===== config.mk =====
export PLATFORM = sky130hd
export DESIGN_NAME = led_pulse_train_blinker_top
export DESIGN_NICKNAME = d
export VERILOG_FILES = /design/src/rtl/lptb_pkg.sv /design/src/rtl/led_pulse_train_blinker_top.sv
export SDC_FILE = /design/constraint.sdc
export NUM_CORES = 1
export LEC_CHECK = 0
export ABC_AREA = 1
export BUFFER_PORTS_ARGS = -buffer_cell sky130_fd_sc_hd__buf_2
export CORE_ASPECT_RATIO = 0.5
export CORE_MARGIN = 3
export CORE_UTILIZATION = 37
export CTS_CLUSTER_SIZE = 10
export DETAILED_ROUTE_END_ITERATION = 8
export GPL_TIMING_DRIVEN = 0
export HOLD_SLACK_MARGIN = 0.08
export PLACE_DENSITY = 0.56
export SLEW_MARGIN = 20
export SYNTH_ARGS = -nofsm -noshare
export SYNTH_HDL_FRONTEND = slang
export SYNTH_SLANG_ARGS = --single-unit
export TNS_END_PERCENT = 50

===== constraint.sdc =====
create_clock -name clock -period 6.25 [get_ports clock]
set_clock_uncertainty 0.2 [all_clocks]
set_input_delay 0.9375 -clock clock [delete_from_list [all_inputs] [get_ports clock]]
set_output_delay 0.9375 -clock clock [all_outputs]
set_load 0.005 [all_outputs]

===== src/rtl/lptb_pkg.sv =====
// Package for the LED pulse-train blinker: phase codes, register indexes and widths.
package lptb_pkg;

   localparam int unsigned TIME_W   = 32;
   localparam int unsigned COUNT_W  = 8;
   localparam int unsigned PHASE_W  = 3;
   localparam int unsigned CSR_IDX_W = 2;
   localparam int unsigned CSR_DATA_W = 32;
   localparam int unsigned REQ_DATA_W = 32;
   localparam int unsigned RSP_DATA_W = 16;

   typedef enum logic [PHASE_W-1:0] {
      PH_IDLE     = 3'd0,
      PH_TURN_ON  = 3'd1,
      PH_ON       = 3'd2,
      PH_TURN_OFF = 3'd3,
      PH_OFF      = 3'd4,
      PH_CHECK    = 3'd5,
      PH_PAUSE    = 3'd6
   } phase_type;

   typedef enum logic [CSR_IDX_W-1:0] {
      CSR_ON_DURATION    = 2'd0,
      CSR_OFF_DURATION   = 2'd1,
      CSR_PAUSE_DURATION = 2'd2,
      CSR_PULSE_TARGET   = 2'd3
   } csr_index_type;

   typedef struct packed {
      logic [COUNT_W-1:0] pulses_done;
      logic [PHASE_W-1:0] phase_out;
      logic               led_level;
   } result_type;

endpackage


===== src/rtl/led_pulse_train_blinker_top.sv =====
// LED pulse-train blinker: phase machine with registered result and skid stage.
// Each result is registered in the output slot, or in the skid slot while an earlier result waits.
// One request per cycle while the skid slot is empty; the phase update is a 32-bit subtract and compare.
// A skid register keeps req_tready high for one request while a result waits.
// Synchronous active-high reset clears phase, counter, start time, LED, registers
// and the valid flags of both result slots.
module led_pulse_train_blinker_top
   import lptb_pkg::*;
(
   input  logic                  clock,
   input  logic                  reset,
   input  logic                  req_tvalid,
   output logic                  req_tready,
   input  logic [REQ_DATA_W-1:0] req_tdata,   // [31:0] now_ms
   output logic                  rsp_tvalid,
   input  logic                  rsp_tready,
   output logic [RSP_DATA_W-1:0] rsp_tdata,   // [0] led_level, [3:1] phase_out, [11:4] pulses_done
   input  logic                  csr_we,
   input  logic [CSR_IDX_W-1:0]  csr_addr,
   input  logic [CSR_DATA_W-1:0] csr_wdata
);

   logic [TIME_W-1:0]  on_dur_ff, off_dur_ff, pause_dur_ff;
   logic [COUNT_W-1:0] target_ff;

   phase_type          phase_ff, phase_in;
   logic [COUNT_W-1:0] pulse_cnt_ff, pulse_cnt_in;
   logic [TIME_W-1:0]  start_ff, start_in;
   logic               drive_ff, drive_in;

   logic               out_valid_ff, skid_valid_ff;
   result_type         out_data_ff, skid_data_ff;
   result_type         result;

   logic               accept, pop;
   logic [TIME_W-1:0]  now, elapsed;

   assign now        = req_tdata[TIME_W-1:0];
   assign elapsed    = now - start_ff;
   assign req_tready = !skid_valid_ff;
   assign accept     = req_tvalid && req_tready;
   assign pop        = out_valid_ff && rsp_tready;

   always_ff @(posedge clock) begin
      if (reset) begin
         on_dur_ff    <= '0;
         off_dur_ff   <= '0;
         pause_dur_ff <= '0;
         target_ff    <= '0;
      end else if (csr_we) begin
         unique case (csr_index_type'(csr_addr))
            CSR_ON_DURATION:    on_dur_ff    <= csr_wdata[TIME_W-1:0];
            CSR_OFF_DURATION:   off_dur_ff   <= csr_wdata[TIME_W-1:0];
            CSR_PAUSE_DURATION: pause_dur_ff <= csr_wdata[TIME_W-1:0];
            CSR_PULSE_TARGET:   target_ff    <= csr_wdata[COUNT_W-1:0];
            default: ;
         endcase
      end
   end

   always_comb begin
      phase_in     = phase_ff;
      pulse_cnt_in = pulse_cnt_ff;
      start_in     = start_ff;
      drive_in     = drive_ff;
      unique case (phase_ff)
         PH_TURN_ON: begin
            drive_in     = 1'b1;
            pulse_cnt_in = pulse_cnt_ff + COUNT_W'(1);
            start_in     = now;
            phase_in     = PH_ON;
         end
         PH_ON: begin
            if (elapsed >= on_dur_ff) phase_in = PH_TURN_OFF;
         end
         PH_TURN_OFF: begin
            drive_in = 1'b0;
            start_in = now;
            phase_in = PH_OFF;
         end
         PH_OFF: begin
            if (elapsed >= off_dur_ff) phase_in = PH_CHECK;
         end
         PH_CHECK: begin
            if (pulse_cnt_ff >= target_ff) begin
               pulse_cnt_in = '0;
               start_in     = now;
               phase_in     = PH_PAUSE;
            end else begin
               phase_in = PH_IDLE;
            end
         end
         PH_PAUSE: begin
            if (elapsed >= pause_dur_ff) phase_in = PH_IDLE;
         end
         default: phase_in = PH_TURN_ON;
      endcase
   end

   always_comb begin
      result.led_level   = drive_in;
      result.phase_out   = phase_in;
      result.pulses_done = pulse_cnt_in;
   end

   always_ff @(posedge clock) begin
      if (reset) begin
         phase_ff     <= PH_IDLE;
         pulse_cnt_ff <= '0;
         start_ff     <= '0;
         drive_ff     <= 1'b0;
      end else if (accept) begin
         phase_ff     <= phase_in;
         pulse_cnt_ff <= pulse_cnt_in;
         start_ff     <= start_in;
         drive_ff     <= drive_in;
      end
   end

   always_ff @(posedge clock) begin
      if (reset) begin
         out_valid_ff  <= 1'b0;
         skid_valid_ff <= 1'b0;
      end else if (!out_valid_ff || pop) begin
         if (skid_valid_ff) begin
            out_valid_ff  <= 1'b1;
            skid_valid_ff <= 1'b0;
         end else begin
            out_valid_ff  <= accept;
         end
      end else if (accept) begin
         skid_valid_ff <= 1'b1;
      end
   end

   always_ff @(posedge clock) begin
      if (!out_valid_ff || pop) begin
         out_data_ff <= skid_valid_ff ? skid_data_ff : result;
      end else if (accept) begin
         skid_data_ff <= result;
      end
   end

   assign rsp_tvalid = out_valid_ff;
   assign rsp_tdata  = RSP_DATA_W'(out_data_ff);

`ifndef NO_ASSERTIONS
   a_skid_behind_out: assert property (@(posedge clock) disable iff (reset)
      skid_valid_ff |-> out_valid_ff)
      else $error("skid slot full while output slot empty");

   a_turn_on_lights: assert property (@(posedge clock) disable iff (reset)
      accept && phase_ff == PH_TURN_ON |=> drive_ff && phase_ff == PH_ON)
      else $error("turn-on step did not light the LED");

   a_pause_clears: assert property (@(posedge clock) disable iff (reset)
      accept && phase_ff == PH_CHECK && pulse_cnt_ff >= target_ff
      |=> pulse_cnt_ff == '0 && phase_ff == PH_PAUSE)
      else $error("burst end did not clear the pulse count");

   a_no_accept_full: assert property (@(posedge clock) disable iff (reset)
      skid_valid_ff && !pop |=> skid_valid_ff && $stable(skid_data_ff))
      else $error("waiting result in skid slot lost");
`endif

endmodule

==> results by group <==
Logic synthesis
  – Cells after Synth: 1443
  – Mean Syn Cell Area: 7.40 sq um
  – Synth Warn #: 0
  – Synth unique cells: 39
  – Register area share after synthesis: 34.9%
  – Synthesized area: 10700 sq um
  – Post-synth top flop: dfxtp_1
  – Async SR Flop Fraction: 0%
  – Yosys reg bits: 174
  – Post-synth EDFFs: 24

Global routing
  – Number of global-route vias before repair: 9379
  – Antenna violations before repair: 0
  – Largest net degree at the start of global routing: 17
  – Gr ovfl total: 0
  – Total global-route track usage: 19.8%
  – First-pass GRT wire length: 48.4 mm

Status
  – Status: completed

Power
  – Leakage Power: 5.28 nW
  – P per Cell Area: 300 nW/um^2
  – Peak VDD IR: 218 uV

Finish
  – # diodes: 0
  – Fraction of layout instances using a drive strength above 1: 9.54%
  – Most common cell after layout, fill and taps aside: a21oi_1
  – Fillers: 2860
  – Area Overhead vs Synth: 14.0%
  – Most frequent cells in the layout: a21oi_1 (229), inv_1 (223), nand2_1 (206)
  – Nets@finish: 1757

Floorplanning
  – IO Pins: 89
  – Number of cell rows: 43
  – Starting Density: 38.1%
  – Core ar.: 28000 sq um
  – Die ar.: 31000 sq um
  – Chip width: 246 um
  – Die Y-Extent: 126 um

Clock tree
  – CTS tree: built
  – Post-CTS Hold Buffers: 0
  – Clk pin slew, worst setup/hold paths: 0.07 ns
  – Post-CTS setup buffer count: 0
  – Total CTS buffers: 17
  – Post-cts sizing count: 0
  – H-tree Lvls: 4
  – Later-pin clock latency in the skew report: 0.46 ns
  – Clock tree buffer depth: 2
  – CTS Root Cell: clkbuf_16
  – CTS sink count: 174

Timing
  – Final hold vios: 0
  – Final worst slack: 1.73 ns
  – Unrepaired setup endpoints after global routing: no
  – Worst Max-Slew Pin Slew: 0.951 ns
  – Endpoints failing setup: 0
  – Fmax: 221 MHz
  – Setup TNS: 0 ns
  – Period utilization: 72.4%
  – Slew headroom: 36.4%
  – Pins Over Slew Limit: 0
  – Minimum clock period: 4.52 ns

Worst setup path
  – Slowest cell on crit path: xor2_1
  – Critical path's top delay family: simple AND/OR/NAND/NOR gates
  – Critical Path End Type: flop
  – Critical path buffers and inverters: 3
  – Worst path cell trace: buf_2 > inv_1 > ha_1 > inv_1 > fa_1 > nand3_1 > nand2_1 > nand3_1 > nand3_1 > nand4_1 > nand2_1 > xor2_1 > ha_1 > nand2_1 > nor2_1 > nand2_1 > nor4_1 > nand2_1 > nand3_1 > nand2_1 > nand3_1 > nand2_1 > nand2_1
  – Req. time, crit path: 6.38 ns
  – Worst Path Arrival: 4.65 ns
  – Startpoint Class: input pin
  – Slowest stage delay, CP: 0.56 ns
  – Most common cell on crit path: nand2_1
  – Crit path kind: in2reg
  – Worst-path fanout max: 3

Place
  – Port Buf Inserts: 84
  – Routability Congestion: 0.867
  – DPL Wire Length: 24.1 mm
  – Worst slack, placed: 1.36 ns

Drt
  – Avg Vias per Cell: 5.00
  – DR DRC count: 0
  – ANT nets after route: 0
  – Initial DRC Count: 662
  – DRT Pass-1 Iters: 7
  – Routed len/inst: 15.5 um
  – Post-Route WL: 30.1 mm
  – Vias: 9713

Run
  – Max Cap Viol: 0

Hold path
  – HP Class: reg2reg
-- flip-flops by register name, summed over array words and instances, names as in the netlist --
| register | count |
|---|---|
| rsp_tdata | 12 |
| pulse_cnt_ff | 8 |
| skid_data_ff | 12 |
| target_ff | 8 |
| on_dur_ff | 32 |
| rsp_tvalid | 1 |
| pause_dur_ff | 32 |
| phase_ff | 3 |
| off_dur_ff | 32 |
| skid_valid_ff | 1 |
| start_ff | 32 |
| drive_ff | 1 |
-- tightest hold or removal path: cells and delay by family (launching register included) --
family | cells | cell delay (ns)
flip-flops | 1 | 0.30
AO/OA/AOI/OAI | 1 | 0.05
buffers and inverters | 1 | 0.06
-- cells in the mapped netlist, types with 2 or more instances --
library cell  number  area [sq um]
buf_4              7          52.6
a211oi_1           2          15.0
o21ai_0          176           881
nand2_2            2          12.5
xnor2_1            9          78.8
edfxtp_1          24           721
o21ai_2            3          26.3
o211ai_1           2          15.0
xor2_1            20           175
buf_2              4          20.0
nand3_1           35           175
inv_1            223           837
a21o_1             4          30.0
a21oi_1          229          1150
or2_2              2          12.5
dfxtp_1          150          3000
clkinv_1           2          7.51
ha_1             136          1700
inv_2              4          15.0
o21bai_1           5          37.5
nor2_1            97           364
nand4_1           15          93.8
clkbuf_1          38           143
nor3_2             2          20.0
nand2_1          206           773
o21ai_1            7          35.0
nor3_1             6          30.0
nor2_2             5          31.3
a31oi_1           11          68.8
o21a_1             8          60.1
-- metal layers --
layer / track usage, % / wire length (um) / vias up
li1: - / - / 5016
met1: 27.1 / 14600 / 4496
met4: 4.89 / 324 / 0
met3: 3.91 / 1510 / 19
met5: 0 / 0 / -
met2: 32.0 / 13700 / 182
-- worst paths after layout --
path / from / endpoint / slack (ns) / cells after the start
worst min register to register: start_ff[10] / start_ff[10] / 0.26 / 2
worst min-delay path: start_ff[10] / start_ff[10] / 0.26 / 2
worst max-delay path: req_tdata[0] / rsp_tdata[1] / 1.73 / 23
worst max register to register: start_ff[25] / rsp_tdata[1] / 2.07 / 20
-- through the flow --
stage                     instances  power, W  util, %  cell area, sq um  hold slack (ns)
after global routing           1944   0.00392     43.4             12200            0.275
after CTS                      1944   0.00366     43.4             12200            0.262
after global placement         1912   0.00252     41.3             11600            0.244
final                          1944   0.00365     43.4             12200            0.257
after floorplan                1446   0.00217        -             10700            0.228
after detailed placement       1912   0.00256     41.3             11600            0.250
-- power by group --
group	switching, W	internal (W)	total (W)
combinational	0.000829	0.000473	0.00130
sequential	0.0000255	0.00122	0.00124
clock	0.000512	0.000590	0.00110
total	0.00137	0.00228	0.00365
-- cells by family (layout without fill, tap and decap cells) --
kind of cell    Yosys count  in the layout  share of synthesized area [%]
xor+xnor                 29             29                           2.38
flops                   174            174                           34.9
simple gates            374            374                           14.5
other cells               1              4                         0.0351
compound gates          450            450                           22.0
fa+ha+maj               137            137                           16.1
buf+inv                 278            394                           10.1
-- final cells by class --
cell class / instances / area, sq um / area share (%)
well taps: 382 / 478 / 3.93
clock inverters: 13 / 125 / 1.03
flip-flops and latches: 174 / 3720 / 30.6
multi-input cells: 994 / 5880 / 48.4
clock buffers: 19 / 464 / 3.81
plain buffers: 49 / 215 / 1.77
inverters: 229 / 860 / 7.06
repair buffers: 84 / 420 / 3.45
(Power assumes the default switching activity.)
